**config.mk**
```make
export PLATFORM = sky130hd
export DESIGN_NAME = musical_beat_position_tracker_unit_flat
export DESIGN_NICKNAME = d
export VERILOG_FILES = /design/src/hdl/mbpt_pkg.sv /design/src/hdl/mbpt_req_if.sv /design/src/hdl/mbpt_res_if.sv /design/src/hdl/musical_beat_position_tracker_unit.sv /design/src/hdl/mbpt_div.sv /design/src/hdl/mbpt_dp.sv /design/src/hdl/mbpt_ctrl.sv /design/src/flat_wrapper.sv
export SDC_FILE = /design/constraint.sdc
export NUM_CORES = 2
export LEC_CHECK = 0
export ABC_AREA = 1
export BUFFER_PORTS_ARGS = -buffer_cell sky130_fd_sc_hd__buf_4
export CORE_MARGIN = 10
export CORE_UTILIZATION = 40
export DETAILED_ROUTE_END_ITERATION = 6
export SETUP_SLACK_MARGIN = 0.05
export SYNTH_ARGS = -nofsm -noshare
export SYNTH_HDL_FRONTEND = slang
export SYNTH_SLANG_ARGS = --single-unit
```
**constraint.sdc**
```tcl
create_clock -name clk_i -period 8.8 [get_ports clk_i]
set_clock_uncertainty 0.15 [all_clocks]
set_input_delay 1.32 -clock clk_i [delete_from_list [all_inputs] [get_ports clk_i]]
set_output_delay 1.32 -clock clk_i [all_outputs]
set_load 0.01 [all_outputs]
```
**src/hdl/mbpt_pkg.sv**
```systemverilog
`timescale 1ns / 1ps
// ----------------------------------------------------------------------------
// Beat position tracker package
// Shared widths, mode and register codes, and controller/datapath types.
// ----------------------------------------------------------------------------
package mbpt_pkg;

  // Field widths of the channels and the configuration port.
  localparam int AMOUNT_W  = 48;
  localparam int MODE_W    = 3;
  localparam int ELAPSED_W = 48;
  localparam int BAR_W     = 32;
  localparam int BEAT_W    = 4;
  localparam int PHASE_W   = 16;
  localparam int PERIOD_W  = 32;
  localparam int BPB_W     = 5;
  localparam int BPP_W     = 7;
  localparam int CFG_IDX_W = 2;
  localparam int CFG_DATA_W = 32;

  // Shared divider: 48-bit dividend, 32-bit divisor, one quotient bit a cycle.
  localparam int DIV_W     = 48;
  localparam int DIV_CNT_W = $clog2(DIV_W + 1);

  // Defaults of the top-level parameters.
  localparam int TIME_BITS_DEF       = 48;
  localparam int BEAT_COUNT_BITS_DEF = 32;

  // Register reset values.
  localparam logic [PERIOD_W-1:0] PERIOD_RST = 32'd24000;
  localparam logic [BPB_W-1:0]    BPB_RST    = 5'd4;
  localparam logic [BPP_W-1:0]    BPP_RST    = 7'd8;

  // Request modes.
  localparam logic [MODE_W-1:0] MODE_ADVANCE = 3'd0;
  localparam logic [MODE_W-1:0] MODE_SET_POS = 3'd1;
  localparam logic [MODE_W-1:0] MODE_NUDGE   = 3'd2;
  localparam logic [MODE_W-1:0] MODE_RESET   = 3'd3;
  localparam logic [MODE_W-1:0] MODE_START   = 3'd4;
  localparam logic [MODE_W-1:0] MODE_STOP    = 3'd5;

  // Configuration register indexes.
  localparam logic [CFG_IDX_W-1:0] CFG_BEAT_PERIOD     = 2'd0;
  localparam logic [CFG_IDX_W-1:0] CFG_BEATS_PER_BAR   = 2'd1;
  localparam logic [CFG_IDX_W-1:0] CFG_BARS_PER_PHRASE = 2'd2;

  // Division jobs run on the shared divider.
  typedef enum logic [1:0] {
    OP_POS   = 2'd0,  // position / period: beats and accumulator
    OP_BAR   = 2'd1,  // total beats / beats per bar
    OP_PHASE = 2'd2,  // accumulator * 2^16 / period
    OP_PHR   = 2'd3   // bar / bars per phrase
  } div_op_e;

  // Controller to datapath commands.
  typedef struct packed {
    logic    capture;
    logic    div_start;
    div_op_e div_op;
    logic    load_out;
  } mbpt_cmd_t;

  // Datapath to controller status.
  typedef struct packed {
    logic derive;
    logic div_done;
  } mbpt_status_t;

endpackage

```
**src/hdl/mbpt_req_if.sv**
```systemverilog
`timescale 1ns / 1ps
// ----------------------------------------------------------------------------
// Beat position tracker request channel
// Valid/ready channel that carries one transport request.
// ----------------------------------------------------------------------------
interface mbpt_req_if
  import mbpt_pkg::*;
();
  logic                       valid;
  logic                       ready;
  logic [MODE_W-1:0]          mode;
  logic signed [AMOUNT_W-1:0] amount;

  modport source (output valid, output mode, output amount, input ready);
  modport sink   (input valid, input mode, input amount, output ready);
endinterface

```
**src/hdl/mbpt_res_if.sv**
```systemverilog
`timescale 1ns / 1ps
// ----------------------------------------------------------------------------
// Beat position tracker result channel
// Valid/ready channel that carries one transport position report.
// ----------------------------------------------------------------------------
interface mbpt_res_if
  import mbpt_pkg::*;
();
  logic                 valid;
  logic                 ready;
  logic [ELAPSED_W-1:0] elapsed_ticks;
  logic [BAR_W-1:0]     bar_number;
  logic [BEAT_W-1:0]    beat_in_bar;
  logic [BAR_W-1:0]     phrase_number;
  logic [PHASE_W-1:0]   beat_phase;
  logic                 is_running;
  logic                 on_downbeat;
  logic                 on_phrase_boundary;

  modport source (
    output valid, output elapsed_ticks, output bar_number, output beat_in_bar,
    output phrase_number, output beat_phase, output is_running, output on_downbeat,
    output on_phrase_boundary, input ready
  );
  modport sink (
    input valid, input elapsed_ticks, input bar_number, input beat_in_bar,
    input phrase_number, input beat_phase, input is_running, input on_downbeat,
    input on_phrase_boundary, output ready
  );
endinterface

```
**src/hdl/musical_beat_position_tracker_unit.sv**
```systemverilog
`timescale 1ns / 1ps
// ----------------------------------------------------------------------------
// Musical beat position tracker
// Follows a sample-tick transport and reports elapsed time, bar, beat in bar,
// phrase, Q0.16 beat phase, running flag and downbeat/phrase-boundary flags.
//
// Usage: requests (mode, amount) enter on req_i; one report per request
// leaves on res_o. Both are valid/ready channels. Write the registers on
// the cfg_* port only while the block is idle; the block does not enforce
// it. Indexes 0, 1, 2 hold beat period, beats per bar and bars per phrase.
// Sequencing: an advance while running or a set position runs four jobs on
// one shared divider that retires one quotient bit per cycle. Other requests
// run a single bar-modulo job. One request is in work at a time, so the next
// one can be taken in the cycle after the report is loaded.
// Reset: position state clears, the transport is stopped and the registers
// return to 24000, 4 and 8.
// Stall: the report waits in an output register; the next request is taken
// meanwhile and finishes its work, then holds until that register empties.
// ----------------------------------------------------------------------------
module musical_beat_position_tracker_unit
  import mbpt_pkg::*;
#(
  parameter int TIME_BITS       = TIME_BITS_DEF,
  parameter int BEAT_COUNT_BITS = BEAT_COUNT_BITS_DEF
) (
  input  logic                  clk_i,
  input  logic                  rst_ni,
  input  logic                  cfg_we_i,
  input  logic [CFG_IDX_W-1:0]  cfg_idx_i,
  input  logic [CFG_DATA_W-1:0] cfg_data_i,
  mbpt_req_if.sink              req_i,
  mbpt_res_if.source            res_o
);

  mbpt_cmd_t    cmd;
  mbpt_status_t status;

  // Request sequencing.
  mbpt_ctrl u_ctrl (
    .clk_i       (clk_i),
    .rst_ni      (rst_ni),
    .in_valid_i  (req_i.valid),
    .in_ready_o  (req_i.ready),
    .out_valid_o (res_o.valid),
    .out_ready_i (res_o.ready),
    .status_i    (status),
    .cmd_o       (cmd)
  );

  // Transport state and arithmetic.
  mbpt_dp #(
    .TIME_BITS       (TIME_BITS),
    .BEAT_COUNT_BITS (BEAT_COUNT_BITS)
  ) u_dp (
    .clk_i                (clk_i),
    .rst_ni               (rst_ni),
    .cfg_we_i             (cfg_we_i),
    .cfg_idx_i            (cfg_idx_i),
    .cfg_data_i           (cfg_data_i),
    .mode_i               (req_i.mode),
    .amount_i             (req_i.amount),
    .cmd_i                (cmd),
    .status_o             (status),
    .elapsed_ticks_o      (res_o.elapsed_ticks),
    .bar_number_o         (res_o.bar_number),
    .beat_in_bar_o        (res_o.beat_in_bar),
    .phrase_number_o      (res_o.phrase_number),
    .beat_phase_o         (res_o.beat_phase),
    .is_running_o         (res_o.is_running),
    .on_downbeat_o        (res_o.on_downbeat),
    .on_phrase_boundary_o (res_o.on_phrase_boundary)
  );

endmodule

```
**src/hdl/mbpt_div.sv**
```systemverilog
`timescale 1ns / 1ps
// ----------------------------------------------------------------------------
// Beat position tracker divider
// Restoring unsigned divider, one quotient bit per cycle.
// ----------------------------------------------------------------------------
module mbpt_div
  import mbpt_pkg::*;
(
  input  logic                clk_i,
  input  logic                rst_ni,
  input  logic                start_i,
  input  logic [DIV_W-1:0]    dividend_i,
  input  logic [PERIOD_W-1:0] divisor_i,
  output logic                done_o,
  output logic [DIV_W-1:0]    quot_o,
  output logic [PERIOD_W-1:0] rem_o
);

  logic                 busy_q;
  logic                 done_q;
  logic [DIV_CNT_W-1:0] cnt_q;
  logic [DIV_W-1:0]     dvd_q;
  logic [PERIOD_W-1:0]  dvs_q;
  logic [PERIOD_W-1:0]  rem_q;
  logic [PERIOD_W:0]    shifted;
  logic                 qbit;
  logic [PERIOD_W-1:0]  rem_d;

  // One restoring step: bring in the next dividend bit and try a subtract.
  always_comb begin
    shifted = {rem_q, dvd_q[DIV_W-1]};
    qbit    = (shifted >= {1'b0, dvs_q});
    if (qbit) begin
      rem_d = PERIOD_W'(shifted - {1'b0, dvs_q});
    end else begin
      rem_d = shifted[PERIOD_W-1:0];
    end
  end

  // Control: step count and completion pulse.
  always_ff @(posedge clk_i or negedge rst_ni) begin
    if (!rst_ni) begin
      busy_q <= 1'b0;
      done_q <= 1'b0;
      cnt_q  <= '0;
    end else begin
      done_q <= 1'b0;
      if (start_i) begin
        busy_q <= 1'b1;
        cnt_q  <= DIV_CNT_W'(DIV_W);
      end else if (busy_q) begin
        cnt_q <= cnt_q - DIV_CNT_W'(1);
        if (cnt_q == DIV_CNT_W'(1)) begin
          busy_q <= 1'b0;
          done_q <= 1'b1;
        end
      end
    end
  end

  // Operands; the quotient shifts in where the dividend shifts out.
  always_ff @(posedge clk_i) begin
    if (start_i) begin
      dvd_q <= dividend_i;
      dvs_q <= divisor_i;
      rem_q <= '0;
    end else if (busy_q) begin
      dvd_q <= {dvd_q[DIV_W-2:0], qbit};
      rem_q <= rem_d;
    end
  end

  assign done_o = done_q;
  assign quot_o = dvd_q;
  assign rem_o  = rem_q;

endmodule

```
**src/hdl/mbpt_dp.sv**
```systemverilog
`timescale 1ns / 1ps
// ----------------------------------------------------------------------------
// Beat position tracker datapath
// Transport state, configuration registers, shared divider and result register.
// ----------------------------------------------------------------------------
module mbpt_dp
  import mbpt_pkg::*;
#(
  parameter int TIME_BITS       = TIME_BITS_DEF,
  parameter int BEAT_COUNT_BITS = BEAT_COUNT_BITS_DEF
) (
  input  logic                       clk_i,
  input  logic                       rst_ni,
  input  logic                       cfg_we_i,
  input  logic [CFG_IDX_W-1:0]       cfg_idx_i,
  input  logic [CFG_DATA_W-1:0]      cfg_data_i,
  input  logic [MODE_W-1:0]          mode_i,
  input  logic signed [AMOUNT_W-1:0] amount_i,
  input  mbpt_cmd_t                  cmd_i,
  output mbpt_status_t               status_o,
  output logic [ELAPSED_W-1:0]       elapsed_ticks_o,
  output logic [BAR_W-1:0]           bar_number_o,
  output logic [BEAT_W-1:0]          beat_in_bar_o,
  output logic [BAR_W-1:0]           phrase_number_o,
  output logic [PHASE_W-1:0]         beat_phase_o,
  output logic                       is_running_o,
  output logic                       on_downbeat_o,
  output logic                       on_phrase_boundary_o
);

  // Extended width for saturating elapsed-time arithmetic.
  localparam int EW = ((TIME_BITS > ELAPSED_W) ? TIME_BITS : ELAPSED_W) + 1;
  localparam logic [EW-1:0] TMAX_EXT = (EW'(1) << TIME_BITS) - EW'(1);

  // Configuration registers.
  logic [PERIOD_W-1:0] beat_period_q;
  logic [BPB_W-1:0]    beats_per_bar_q;
  logic [BPP_W-1:0]    bars_per_phrase_q;

  // Transport state.
  logic [TIME_BITS-1:0]       elapsed_q;
  logic [PERIOD_W-1:0]        acc_q;
  logic [BEAT_COUNT_BITS-1:0] total_q;
  logic                       running_q;
  logic [BEAT_W-1:0]          beat_q;
  logic [BAR_W-1:0]           bar_q;
  logic [BAR_W-1:0]           phrase_q;
  logic [PHASE_W-1:0]         phase_q;

  // Per-request working state.
  logic             derive_q;
  logic             is_set_q;
  logic [DIV_W-1:0] src_q;
  div_op_e          op_q;
  logic             bnd_q;

  // Result register.
  logic [ELAPSED_W-1:0] res_elapsed_q;
  logic [BAR_W-1:0]     res_bar_q;
  logic [BEAT_W-1:0]    res_beat_q;
  logic [BAR_W-1:0]     res_phrase_q;
  logic [PHASE_W-1:0]   res_phase_q;
  logic                 res_running_q;
  logic                 res_down_q;
  logic                 res_bnd_q;

  logic [PERIOD_W-1:0] eff_p;
  logic [BPB_W-1:0]    eff_bpb;
  logic [BPP_W-1:0]    eff_bpp;
  logic                neg;
  logic [AMOUNT_W-1:0] pos;
  logic [AMOUNT_W-1:0] mag;
  logic [EW-1:0]       elap_ext;
  logic [EW-1:0]       add_sum;
  logic [EW-1:0]       add_sat;
  logic [EW-1:0]       sub_sat;
  logic [EW-1:0]       set_val;
  logic [DIV_W-1:0]    div_dividend;
  logic [PERIOD_W-1:0] div_divisor;
  logic                div_done;
  logic [DIV_W-1:0]    div_quot;
  logic [PERIOD_W-1:0] div_rem;
  logic [PERIOD_W+3:0] acc_x10;
  logic                down;

  // Register values as used: zero period acts as one, counts are clamped.
  always_comb begin
    eff_p = (beat_period_q == '0) ? PERIOD_W'(1) : beat_period_q;
    if (beats_per_bar_q == '0) begin
      eff_bpb = BPB_W'(1);
    end else if (beats_per_bar_q > BPB_W'(16)) begin
      eff_bpb = BPB_W'(16);
    end else begin
      eff_bpb = beats_per_bar_q;
    end
    if (bars_per_phrase_q == '0) begin
      eff_bpp = BPP_W'(1);
    end else if (bars_per_phrase_q > BPP_W'(64)) begin
      eff_bpp = BPP_W'(64);
    end else begin
      eff_bpp = bars_per_phrase_q;
    end
  end

  // Amount as a clipped position and as a magnitude.
  assign neg = amount_i[AMOUNT_W-1];
  assign pos = neg ? '0 : AMOUNT_W'(amount_i);
  assign mag = neg ? AMOUNT_W'(-amount_i) : AMOUNT_W'(amount_i);

  // Saturating elapsed-time updates.
  always_comb begin
    elap_ext = EW'(elapsed_q);
    add_sum  = elap_ext + EW'(pos);
    add_sat  = (add_sum > TMAX_EXT) ? TMAX_EXT : add_sum;
    sub_sat  = (elap_ext > EW'(mag)) ? (elap_ext - EW'(mag)) : '0;
    set_val  = (EW'(pos) > TMAX_EXT) ? TMAX_EXT : EW'(pos);
  end

  // Divider operand selection by job.
  always_comb begin
    unique case (cmd_i.div_op)
      OP_POS: begin
        div_dividend = src_q;
        div_divisor  = eff_p;
      end
      OP_BAR: begin
        div_dividend = DIV_W'(total_q);
        div_divisor  = PERIOD_W'(eff_bpb);
      end
      OP_PHASE: begin
        div_dividend = DIV_W'({acc_q, {PHASE_W{1'b0}}});
        div_divisor  = eff_p;
      end
      OP_PHR: begin
        div_dividend = DIV_W'(bar_q);
        div_divisor  = PERIOD_W'(eff_bpp);
      end
      default: begin
        div_dividend = src_q;
        div_divisor  = eff_p;
      end
    endcase
  end

  mbpt_div u_div (
    .clk_i      (clk_i),
    .rst_ni     (rst_ni),
    .start_i    (cmd_i.div_start),
    .dividend_i (div_dividend),
    .divisor_i  (div_divisor),
    .done_o     (div_done),
    .quot_o     (div_quot),
    .rem_o      (div_rem)
  );

  // Downbeat: first beat of the bar and within the first tenth of the beat.
  assign acc_x10 = ((PERIOD_W + 4)'(acc_q) << 3) + ((PERIOD_W + 4)'(acc_q) << 1);
  assign down    = (beat_q == '0) && (acc_x10 < (PERIOD_W + 4)'(eff_p));

  // Configuration writes.
  always_ff @(posedge clk_i or negedge rst_ni) begin
    if (!rst_ni) begin
      beat_period_q     <= PERIOD_RST;
      beats_per_bar_q   <= BPB_RST;
      bars_per_phrase_q <= BPP_RST;
    end else if (cfg_we_i) begin
      unique case (cfg_idx_i)
        CFG_BEAT_PERIOD:     beat_period_q     <= cfg_data_i[PERIOD_W-1:0];
        CFG_BEATS_PER_BAR:   beats_per_bar_q   <= cfg_data_i[BPB_W-1:0];
        CFG_BARS_PER_PHRASE: bars_per_phrase_q <= cfg_data_i[BPP_W-1:0];
        default: ;
      endcase
    end
  end

  // Transport state: immediate updates at capture, derived values per divider job.
  always_ff @(posedge clk_i or negedge rst_ni) begin
    if (!rst_ni) begin
      elapsed_q <= '0;
      acc_q     <= '0;
      total_q   <= '0;
      running_q <= 1'b0;
      beat_q    <= '0;
      bar_q     <= '0;
      phrase_q  <= '0;
      phase_q   <= '0;
      bnd_q     <= 1'b0;
    end else if (cmd_i.capture) begin
      unique case (mode_i)
        MODE_ADVANCE: begin
          if (running_q) begin
            elapsed_q <= TIME_BITS'(add_sat);
          end
        end
        MODE_SET_POS: elapsed_q <= TIME_BITS'(set_val);
        MODE_NUDGE:   elapsed_q <= neg ? TIME_BITS'(sub_sat) : TIME_BITS'(add_sat);
        MODE_RESET: begin
          elapsed_q <= '0;
          acc_q     <= '0;
          total_q   <= '0;
          beat_q    <= '0;
          bar_q     <= '0;
          phrase_q  <= '0;
          phase_q   <= '0;
        end
        MODE_START: running_q <= 1'b1;
        MODE_STOP:  running_q <= 1'b0;
        default: ;
      endcase
    end else if (div_done) begin
      unique case (op_q)
        OP_POS: begin
          total_q <= (is_set_q ? '0 : total_q) + div_quot[BEAT_COUNT_BITS-1:0];
          acc_q   <= div_rem;
        end
        OP_BAR: begin
          bar_q  <= div_quot[BAR_W-1:0];
          beat_q <= div_rem[BEAT_W-1:0];
        end
        OP_PHASE: phase_q <= div_quot[PHASE_W-1:0];
        OP_PHR: begin
          if (derive_q) begin
            phrase_q <= div_quot[BAR_W-1:0];
          end
          bnd_q <= (div_rem == '0);
        end
        default: ;
      endcase
    end
  end

  // Working state of the request under way.
  always_ff @(posedge clk_i or negedge rst_ni) begin
    if (!rst_ni) begin
      derive_q <= 1'b0;
      is_set_q <= 1'b0;
      op_q     <= OP_POS;
    end else begin
      if (cmd_i.capture) begin
        derive_q <= ((mode_i == MODE_ADVANCE) && running_q) || (mode_i == MODE_SET_POS);
        is_set_q <= (mode_i == MODE_SET_POS);
      end
      if (cmd_i.div_start) begin
        op_q <= cmd_i.div_op;
      end
    end
  end

  // Dividend of the position job: new position, or accumulator plus advance.
  always_ff @(posedge clk_i) begin
    if (cmd_i.capture) begin
      src_q <= (mode_i == MODE_SET_POS) ? DIV_W'(pos) : (DIV_W'(acc_q) + DIV_W'(pos));
    end
  end

  // Result register, loaded once the request is fully worked out.
  always_ff @(posedge clk_i) begin
    if (cmd_i.load_out) begin
      res_elapsed_q <= elap_ext[ELAPSED_W-1:0];
      res_bar_q     <= bar_q;
      res_beat_q    <= beat_q;
      res_phrase_q  <= phrase_q;
      res_phase_q   <= phase_q;
      res_running_q <= running_q;
      res_down_q    <= down;
      res_bnd_q     <= down && bnd_q;
    end
  end

  assign status_o.derive   = derive_q;
  assign status_o.div_done = div_done;

  assign elapsed_ticks_o      = res_elapsed_q;
  assign bar_number_o         = res_bar_q;
  assign beat_in_bar_o        = res_beat_q;
  assign phrase_number_o      = res_phrase_q;
  assign beat_phase_o         = res_phase_q;
  assign is_running_o         = res_running_q;
  assign on_downbeat_o        = res_down_q;
  assign on_phrase_boundary_o = res_bnd_q;

endmodule

```
**src/hdl/mbpt_ctrl.sv**
```systemverilog
`timescale 1ns / 1ps
// ----------------------------------------------------------------------------
// Beat position tracker controller
// Sequences the divider jobs of one request and hands off the result.
// ----------------------------------------------------------------------------
module mbpt_ctrl
  import mbpt_pkg::*;
(
  input  logic         clk_i,
  input  logic         rst_ni,
  input  logic         in_valid_i,
  output logic         in_ready_o,
  output logic         out_valid_o,
  input  logic         out_ready_i,
  input  mbpt_status_t status_i,
  output mbpt_cmd_t    cmd_o
);

  typedef enum logic [5:0] {
    ST_IDLE = 6'b000001,
    ST_POS  = 6'b000010,
    ST_BAR  = 6'b000100,
    ST_PHS  = 6'b001000,
    ST_PHR  = 6'b010000,
    ST_PUSH = 6'b100000
  } state_e;

  state_e state_q, state_d;
  logic   issued_q, issued_d;
  logic   out_valid_q, out_valid_d;

  // Next state and commands. Each job state starts the divider once and waits
  // for its completion pulse; without a derive, ST_POS goes straight to ST_PHR.
  always_comb begin
    state_d    = state_q;
    issued_d   = issued_q;
    cmd_o      = '0;
    in_ready_o = 1'b0;
    unique case (state_q)
      ST_IDLE: begin
        in_ready_o = 1'b1;
        if (in_valid_i) begin
          cmd_o.capture = 1'b1;
          state_d       = ST_POS;
        end
      end
      ST_POS: begin
        cmd_o.div_op = OP_POS;
        if (!status_i.derive) begin
          state_d = ST_PHR;
        end else if (!issued_q) begin
          cmd_o.div_start = 1'b1;
          issued_d        = 1'b1;
        end else if (status_i.div_done) begin
          issued_d = 1'b0;
          state_d  = ST_BAR;
        end
      end
      ST_BAR: begin
        cmd_o.div_op = OP_BAR;
        if (!issued_q) begin
          cmd_o.div_start = 1'b1;
          issued_d        = 1'b1;
        end else if (status_i.div_done) begin
          issued_d = 1'b0;
          state_d  = ST_PHS;
        end
      end
      ST_PHS: begin
        cmd_o.div_op = OP_PHASE;
        if (!issued_q) begin
          cmd_o.div_start = 1'b1;
          issued_d        = 1'b1;
        end else if (status_i.div_done) begin
          issued_d = 1'b0;
          state_d  = ST_PHR;
        end
      end
      ST_PHR: begin
        cmd_o.div_op = OP_PHR;
        if (!issued_q) begin
          cmd_o.div_start = 1'b1;
          issued_d        = 1'b1;
        end else if (status_i.div_done) begin
          issued_d = 1'b0;
          state_d  = ST_PUSH;
        end
      end
      ST_PUSH: begin
        if (!out_valid_q || out_ready_i) begin
          cmd_o.load_out = 1'b1;
          state_d        = ST_IDLE;
        end
      end
      default: begin
        state_d  = ST_IDLE;
        issued_d = 1'b0;
      end
    endcase
  end

  // Result register occupancy.
  always_comb begin
    out_valid_d = out_valid_q;
    if (cmd_o.load_out) begin
      out_valid_d = 1'b1;
    end else if (out_ready_i) begin
      out_valid_d = 1'b0;
    end
  end

  always_ff @(posedge clk_i or negedge rst_ni) begin
    if (!rst_ni) begin
      state_q     <= ST_IDLE;
      issued_q    <= 1'b0;
      out_valid_q <= 1'b0;
    end else begin
      state_q     <= state_d;
      issued_q    <= issued_d;
      out_valid_q <= out_valid_d;
    end
  end

  assign out_valid_o = out_valid_q;

endmodule

```
**src/flat_wrapper.sv**
```systemverilog
// flat-port wrapper written by rule: the top's interface ports become plain ports
module musical_beat_position_tracker_unit_flat import mbpt_pkg::*;
#(
  parameter int TIME_BITS       = TIME_BITS_DEF,
  parameter int BEAT_COUNT_BITS = BEAT_COUNT_BITS_DEF
)
  (clk_i, rst_ni, cfg_we_i, cfg_idx_i, cfg_data_i, req_i_valid, req_i_mode, req_i_amount, req_i_ready, res_o_valid, res_o_elapsed_ticks, res_o_bar_number, res_o_beat_in_bar, res_o_phrase_number, res_o_beat_phase, res_o_is_running, res_o_on_downbeat, res_o_on_phrase_boundary, res_o_ready);
  mbpt_req_if req_i_i ();
  mbpt_res_if res_o_i ();
  input  logic clk_i;
  input  logic rst_ni;
  input  logic cfg_we_i;
  input  logic [CFG_IDX_W-1:0] cfg_idx_i;
  input  logic [CFG_DATA_W-1:0] cfg_data_i;
  input wire logic [$bits(req_i_i.valid)-1:0] req_i_valid;
  input wire logic [$bits(req_i_i.mode)-1:0] req_i_mode;
  input wire logic [$bits(req_i_i.amount)-1:0] req_i_amount;
  output wire logic [$bits(req_i_i.ready)-1:0] req_i_ready;
  output wire logic [$bits(res_o_i.valid)-1:0] res_o_valid;
  output wire logic [$bits(res_o_i.elapsed_ticks)-1:0] res_o_elapsed_ticks;
  output wire logic [$bits(res_o_i.bar_number)-1:0] res_o_bar_number;
  output wire logic [$bits(res_o_i.beat_in_bar)-1:0] res_o_beat_in_bar;
  output wire logic [$bits(res_o_i.phrase_number)-1:0] res_o_phrase_number;
  output wire logic [$bits(res_o_i.beat_phase)-1:0] res_o_beat_phase;
  output wire logic [$bits(res_o_i.is_running)-1:0] res_o_is_running;
  output wire logic [$bits(res_o_i.on_downbeat)-1:0] res_o_on_downbeat;
  output wire logic [$bits(res_o_i.on_phrase_boundary)-1:0] res_o_on_phrase_boundary;
  input wire logic [$bits(res_o_i.ready)-1:0] res_o_ready;
  assign req_i_i.valid = req_i_valid;
  assign req_i_i.mode = req_i_mode;
  assign req_i_i.amount = req_i_amount;
  assign req_i_ready = req_i_i.ready;
  assign res_o_valid = res_o_i.valid;
  assign res_o_elapsed_ticks = res_o_i.elapsed_ticks;
  assign res_o_bar_number = res_o_i.bar_number;
  assign res_o_beat_in_bar = res_o_i.beat_in_bar;
  assign res_o_phrase_number = res_o_i.phrase_number;
  assign res_o_beat_phase = res_o_i.beat_phase;
  assign res_o_is_running = res_o_i.is_running;
  assign res_o_on_downbeat = res_o_i.on_downbeat;
  assign res_o_on_phrase_boundary = res_o_i.on_phrase_boundary;
  assign res_o_i.ready = res_o_ready;
  musical_beat_position_tracker_unit #(.TIME_BITS(TIME_BITS), .BEAT_COUNT_BITS(BEAT_COUNT_BITS)) u_core (.clk_i(clk_i), .rst_ni(rst_ni), .cfg_we_i(cfg_we_i), .cfg_idx_i(cfg_idx_i), .cfg_data_i(cfg_data_i), .req_i(req_i_i), .res_o(res_o_i));
endmodule
```
-- After elaboration in Yosys (flattened, before gate mapping)
Index checks and enable logic that the tools add are counted.
- bits in registers: 557
- word-level logic and storage cells: 198
- eq/ne operators: 33
- reductions and logical operators: 40
- bitwise gates (word level): 2
- magnitude comparators: 6
- muxes and demuxes: 76
- add/sub/neg operators: 8
- operator list (cell ; number):
    32-bit two-way mux ; 17
    48-bit two-way mux ; 8
    48-bit case mux with 4 select lines ; 2
    32-bit case mux with 3 select lines ; 1
    6-bit two-way mux ; 13
    32-bit zero test ; 2
    16-bit two-way mux ; 4
    48-bit by 47-bit adder with 49-bit output ; 1
    49-bit by 48-bit > comparator with 1-bit output (second input constant) ; 1
    32-bit by 47-bit adder with 48-bit output ; 1
    48-bit > comparator ; 1
    48-bit negation ; 1
    48-bit subtractor ; 1
    47-bit two-way mux ; 1
    35-bit by 33-bit adder with 36-bit output ; 1
    36-bit by 32-bit < comparator with 1-bit output ; 1
    6-bit case mux with 6 select lines ; 1
    33-bit by 32-bit greater-or-equal comparator with 1-bit output ; 1
    32-bit adder ; 1
    32-bit subtractor ; 1
    2-bit != test (second input constant) ; 11
    1-bit two-way mux ; 18
    2-bit nonzero test ; 9
    4-bit two-way mux ; 4
    other kinds (36) ; 63

-- Depth between registers and ports, before layout
- depth after elaboration: 6
- gate-level depth with buffers: 33

-- Cells and area by module
A second synthesis with hierarchy kept.
- cells, all modules: 6126
- area total of the unflattened synthesis: 41922.7 um2
- modules (own cells, without submodules) (module ; times used ; seq. area each (um2) ; area an instance (um2) ; cells each):
    mbpt_dp ; 1 ; 11662.4 ; 33768.6 ; 4978
    mbpt_div ; 1 ; 3243.1 ; 7523.5 ; 1056
    mbpt_ctrl ; 1 ; 201.4 ; 630.6 ; 92

-- Least setup slack after synthesis
Ideal clock, no wire load.
- path type: input to register
- start point: input port res_o_ready
- end point: register u_core.u_dp.res_bar_q[0] (netlist: u_core.u_dp.bar_number_o[0]), enable pin
- path slack: 1.070 ns
- buffers on the path: 0
- arrival: 6.949 ns
- library setup time: 0.632 ns
- stages: 2
- cells stage by stage: nor2_1 nor2_1
- RTL lines (element ; line ; source):
    start, declared ; flat_wrapper.sv:28 ; input wire logic [$bits(res_o_i.ready)-1:0] res_o_ready;
    end signal, assigned ; mbpt_dp.sv:260 ; res_bar_q <= bar_q;
    end, declared ; mbpt_dp.sv:59 ; logic [BAR_W-1:0] res_bar_q;

-- Final worst setup path
- start point: input port req_i_amount[0]
- end point: register u_core.u_dp.elapsed_q[42]
- cells in the longest elaborated chain, start to end: 6
- ends and longest elaborated chain (element ; line ; source):
    start, declared ; flat_wrapper.sv:17 ; input wire logic [$bits(req_i_i.amount)-1:0] req_i_amount;
    48-bit negation or 47-bit two-way mux (tied branches) ; mbpt_dp.sv:108, mbpt_dp.sv:107 ;
    48-bit two-way mux or 48-bit by 47-bit adder with 49-bit output (tied branches) ; mbpt_dp.sv:108, mbpt_dp.sv:113 ;
    48-bit subtractor (tied with other cells) ; mbpt_dp.sv:115 ; sub_sat = (elap_ext > EW'(mag)) ? (elap_ext - EW'(mag)) : '0;
    48-bit two-way mux (on tied branches) ; mbpt_dp.sv:115, mbpt_dp.sv:114 ;
    48-bit two-way mux (on tied branches) ; mbpt_dp.sv:196, mbpt_dp.sv:191 ;
    48-bit case mux with 4 select lines (*) ; mbpt_dp.sv:189 ; unique case (mode_i)
    end signal, assigned ; mbpt_dp.sv:192 ; elapsed_q <= TIME_BITS'(add_sat);
    end signal, assigned ; mbpt_dp.sv:195 ; MODE_SET_POS: elapsed_q <= TIME_BITS'(set_val);
    end signal, assigned ; mbpt_dp.sv:196 ; MODE_NUDGE: elapsed_q <= neg ? TIME_BITS'(sub_sat) : TIME_BITS'(add_sat);
    end, declared ; mbpt_dp.sv:41 ; logic [TIME_BITS-1:0] elapsed_q;
Mark *: on every way between the ends. The rest lies on a longest branch, timed or not. The select of a mux whose other input is x is not followed.
A chain may end at the register's enable or synchronous reset.

==> out/summary.txt <==
POWER AND IR DROP
---------------------------------------------------------------------------
Power per cell area ..........................................  325 mW/mm^2
Switching power share of the total ...........................        48.3%
Proportion of power drawn by flip-flops and latches ..........        29.6%
Maximum vdd drop .............................................     0.147 mV
Internal power ...............................................      7770 uW
Clock share of power .........................................        19.1%
Pleak ........................................................    0.0226 uW
Net Sw Power .................................................      7240 uW
Combinational share of power .................................        51.3%

DIE
---------------------------------------------------------------------------
Die height ...................................................       339 um
Die area .....................................................  0.115 sq mm
Row count ....................................................          117
Initial core utilization .....................................        40.2%
Chip Width ...................................................       339 um
I/O Pins .....................................................          227
Floorplan core area ..........................................  0.101 sq mm

STA
---------------------------------------------------------------------------
Worst hold margin ............................................     0.275 ns
Final critical path time including I/O delays and setup ......      6.13 ns
Setup TNS after final layout .................................         0 ns
Worst Tran Pin Value .........................................      1.23 ns
Setup slack after layout .....................................      2.67 ns
Post-route clock period utilization ..........................        69.6%
Endpoints failing setup ......................................            0
Final Max Slew Viols .........................................            0
Slew headroom ................................................        17.8%
Max Freq .....................................................      163 MHz
RSZ-0062 raised after global routing .........................        false
Final number of hold-violating endpoints .....................            0

DRT
---------------------------------------------------------------------------
Routed via count divided by cell count .......................         5.45
Via Count ....................................................        40100
Met3 WL post-DR ..............................................     11800 um
Top Layer Used ...............................................         met4
Residual antenna-violating net count after detailed routing ..            0
Wire length the detailed router placed on met1 ...............     65400 um
DRC violations left ..........................................            0
WL met2 ......................................................     74000 um
Iteration-0 DRC Markers ......................................         3647
Final WL .....................................................    158000 um
DR pass1 iterations ..........................................            6
Wire per inst ................................................      21.5 um

YOSYS
---------------------------------------------------------------------------
Gate count of the mapped netlist .............................         5748
Post-synthesis cell area ..................................... 0.0408 sq mm
Nets in the synthesized netlist ..............................         6036
Syn_area_per_cell ............................................   7.09 sq um
Post-synthesis sequential element count ......................          557
Most frequent cell after synthesis ........................... sky130_fd_sc_hd__nand2_1
Synth top cells by count ..................................... 1496 x sky130_fd_sc_hd__nand2_1, 885 x sky130_fd_sc_hd__inv_1, 664 x sky130_fd_sc_hd__nor2_1
Area leader, netlist ......................................... sky130_fd_sc_hd__edfxtp_1
Netlist cell types ...........................................           66
Top_reg_cell synth ........................................... sky130_fd_sc_hd__edfxtp_1
Ys Warns .....................................................            0
Top post-synthesis cells by area ............................. sky130_fd_sc_hd__edfxtp_1 19%, sky130_fd_sc_hd__dfrtp_1 15%, sky130_fd_sc_hd__nand2_1 14%
Sequential share of the synthesized area .....................        37.0%
EDFF count, synth ............................................          263
Area share of the largest cell type after synthesis ..........        19.4%
Share of flip-flops with an asynchronous set or reset ........        47.0%

LAYOUT
---------------------------------------------------------------------------
Number of nets at the end of the flow ........................         6228
Fraction of layout instances using a drive strength above 1 ..        9.19%
Total area of multi-input combinational cells ................ 0.0217 sq mm
Fill cell count ..............................................        10400
Area growth from synthesis to final layout ...................        13.3%
Area taken by flip-flops and latches ......................... 0.0151 sq mm

PLACEMENT
---------------------------------------------------------------------------
Quantity of I/O buffers inserted on ports ....................          226
Placer congestion estimate ...................................         1.03
Worst slack at placement .....................................      2.05 ns
Post-DP HPWL .................................................    126000 um

CTS
---------------------------------------------------------------------------
Number of clock buffers inserted by TritonCTS ................           70
Number of sinks on the clock net .............................          557
Post CTS Setup Buffer Count ..................................            0
Post-CTS Resized .............................................            0
TritonCTS clock tree .........................................        built
Buffer depth of the longest clock path .......................            3
Clk pin slew, worst setup/hold paths .........................      0.06 ns
Post-CTS Hold Buffers ........................................            0
H-tree depth reported by CTS .................................            3
Buffer type at the clock tree root ........................... sky130_fd_sc_hd__clkbuf_16
Clock latency on the worst-skew pair .........................      0.67 ns

WORST SETUP PATH
---------------------------------------------------------------------------
Most common cell type on the critical path ................... sky130_fd_sc_hd__nand2_1
Max incr delay on CP .........................................      0.58 ns
Category of the worst setup path launch point ................   input port
Capturing element type of the critical path ..................     register
Largest fanout of any net on the critical path ...............            5
Worst setup path class ....................................... input port to register
Arrival time of data at the critical path endpoint ...........      6.57 ns
Required time at the worst-slack endpoint ....................      9.25 ns
Crit-path slowest cell ....................................... sky130_fd_sc_hd__nor4_1

GLOBAL ROUTING
---------------------------------------------------------------------------
All-layer global routing usage ...............................        26.5%
Vias in the first global route ...............................        38700
Maximum number of pins on one net before global-route repair .          106
Grt total ovfl ...............................................            0
First-pass GRT wire length ...................................    237000 um
Initial antenna violation count ..............................            3

FLOW RUN
---------------------------------------------------------------------------
Maximum capacitance violations ...............................            0

HOLD PATH
---------------------------------------------------------------------------
Hold/Removal Path Class ...................................... register to register

STATUS
---------------------------------------------------------------------------
Result of the run ............................................ finished clean

[cell families after synthesis]
kind of cell	Yosys count	synth area share, %
muxes	59	1.63
DFF	557	37.0
AOI/OAI and AO/OA	1069	14.9
and+or+nand+nor	2657	26.9
adders and majority gates	198	6.15
buffers and inverters	1043	9.88
xor gates and xnor gates	165	3.54
[through the flow]
step,instances,area [sq um],utilization (%),total power [uW]
2_1_floorplan,5748,40800,-,9440
3_3_place_gp,7236,43900,43.3,12000
3_5_place_dp,7236,43900,43.3,12000
4_1_cts,7366,46200,45.5,14900
5_1_grt,7367,46200,45.5,16100
6_report,7368,46200,45.5,15000
[power by group through the flow]
stage | clock network [uW] | logic (uW) | registers [uW]
detailed placement | 0 | 7530 | 4460
finish | 2870 | 7700 | 4440
global placement | 0 | 7500 | 4450
floorplan | 0 | 5380 | 4060
global route | 3030 | 8610 | 4490
CTS | 2930 | 7570 | 4420
[final timing paths]
path | from | endpoint | slack, ns | cells past startpoint
worst max-delay path | req_i_amount[0] | u_core.u_dp.elapsed_q[42]$_DFFE_PN0P_ | 2.67 | 29
worst min-delay path | u_core.u_dp.phrase_q[17]$_DFFE_PN0P_ | u_core.u_dp.phrase_number_o[17]$_DFFE_PP_ | 0.28 | 0
worst max register to register | u_core.u_ctrl.state_q[0]$_DFFE_PN1P_ | u_core.u_dp.u_div.quot_o[39]$_DFFE_PP_ | 3.67 | 11
worst min register to register | u_core.u_dp.phrase_q[17]$_DFFE_PN0P_ | u_core.u_dp.phrase_number_o[17]$_DFFE_PP_ | 0.28 | 0
max in group asynchronous | rst_ni | u_core.u_dp.phrase_q[17]$_DFFE_PN0P_ | 5.91 | 3
min in group asynchronous | rst_ni | u_core.u_dp.elapsed_q[0]$_DFFE_PN0P_ | 0.62 | 1
[state kept, by name, summed over array words and instances (netlist names), 6 cells and up]
signal	flops
u_core.u_dp.elapsed_q	48
u_core.u_dp.elapsed_ticks_o	48
u_core.u_dp.src_q	48
u_core.u_dp.u_div.quot_o	48
u_core.u_dp.acc_q	32
u_core.u_dp.bar_number_o	32
u_core.u_dp.bar_q	32
u_core.u_dp.beat_period_q	32
u_core.u_dp.phrase_number_o	32
u_core.u_dp.phrase_q	32
u_core.u_dp.total_q	32
u_core.u_dp.u_div.dvs_q	32
u_core.u_dp.u_div.rem_o	32
u_core.u_dp.beat_phase_o	16
u_core.u_dp.phase_q	16
u_core.u_dp.bars_per_phrase_q	7
u_core.u_ctrl.state_q	6
u_core.u_dp.u_div.cnt_q	6
[area by class of cell]
cell class	instances	share of cell area, %
Antenna cell	2	0.0108
Clock buffer	91	4.23
Clock inverter	39	0.693
Inverter	900	7.33
Multi-Input combinational cell	4148	47.0
Sequential cell	557	32.7
Tap cell	1368	3.71
Timing Repair Buffer	263	4.32
[critical path, delay by kind of cell]
| family | cells | cell delay, ns |
|---|---|---|
| AOI/OAI and AO/OA | 4 | 0.92 |
| xor gates and xnor gates | 1 | 0.17 |
| adders and majority gates | 2 | 0.56 |
| buffers and inverters | 5 | 0.51 |
| and+or+nand+nor | 17 | 3.09 |
[per-layer routing]
layer	global-route usage [%]	vias up
met3	3.98	319
met4	11.4	0
met2	44.5	1615
met1	33.7	18900
li1	-	19300
met5	0	-
[layout by cell type (no fill, tap or decap), types with 13 or more instances in the layout]
master / count
sky130_fd_sc_hd__o21bai_1: 26
sky130_fd_sc_hd__xnor2_1: 45
sky130_fd_sc_hd__or2_2: 15
sky130_fd_sc_hd__nand2_2: 31
sky130_fd_sc_hd__a21oi_1: 351
sky130_fd_sc_hd__o21ai_1: 43
sky130_fd_sc_hd__nor3_1: 51
sky130_fd_sc_hd__nand4_1: 54
sky130_fd_sc_hd__a21o_1: 17
sky130_fd_sc_hd__edfxtp_1: 263
sky130_fd_sc_hd__o221ai_1: 21
sky130_fd_sc_hd__a31oi_1: 41
sky130_fd_sc_hd__nor2_1: 660
sky130_fd_sc_hd__o21a_1: 19
sky130_fd_sc_hd__nand3_2: 16
sky130_fd_sc_hd__a21boi_0: 13
sky130_fd_sc_hd__o22ai_1: 72
sky130_fd_sc_hd__inv_1: 884
sky130_fd_sc_hd__a221oi_1: 21
sky130_fd_sc_hd__buf_4: 261
sky130_fd_sc_hd__xor2_1: 120
sky130_fd_sc_hd__nand3_1: 248
sky130_fd_sc_hd__a22oi_1: 27
sky130_fd_sc_hd__clkinv_2: 17
sky130_fd_sc_hd__mux2_2: 46
sky130_fd_sc_hd__dfxtp_1: 32
sky130_fd_sc_hd__nor4_1: 42
sky130_fd_sc_hd__o21ai_0: 371
sky130_fd_sc_hd__dfrtp_1: 252
sky130_fd_sc_hd__nand2_1: 1494
sky130_fd_sc_hd__ha_1: 194
sky130_fd_sc_hd__clkbuf_16: 72
Note: power is estimated with default switching activity, not from simulation.
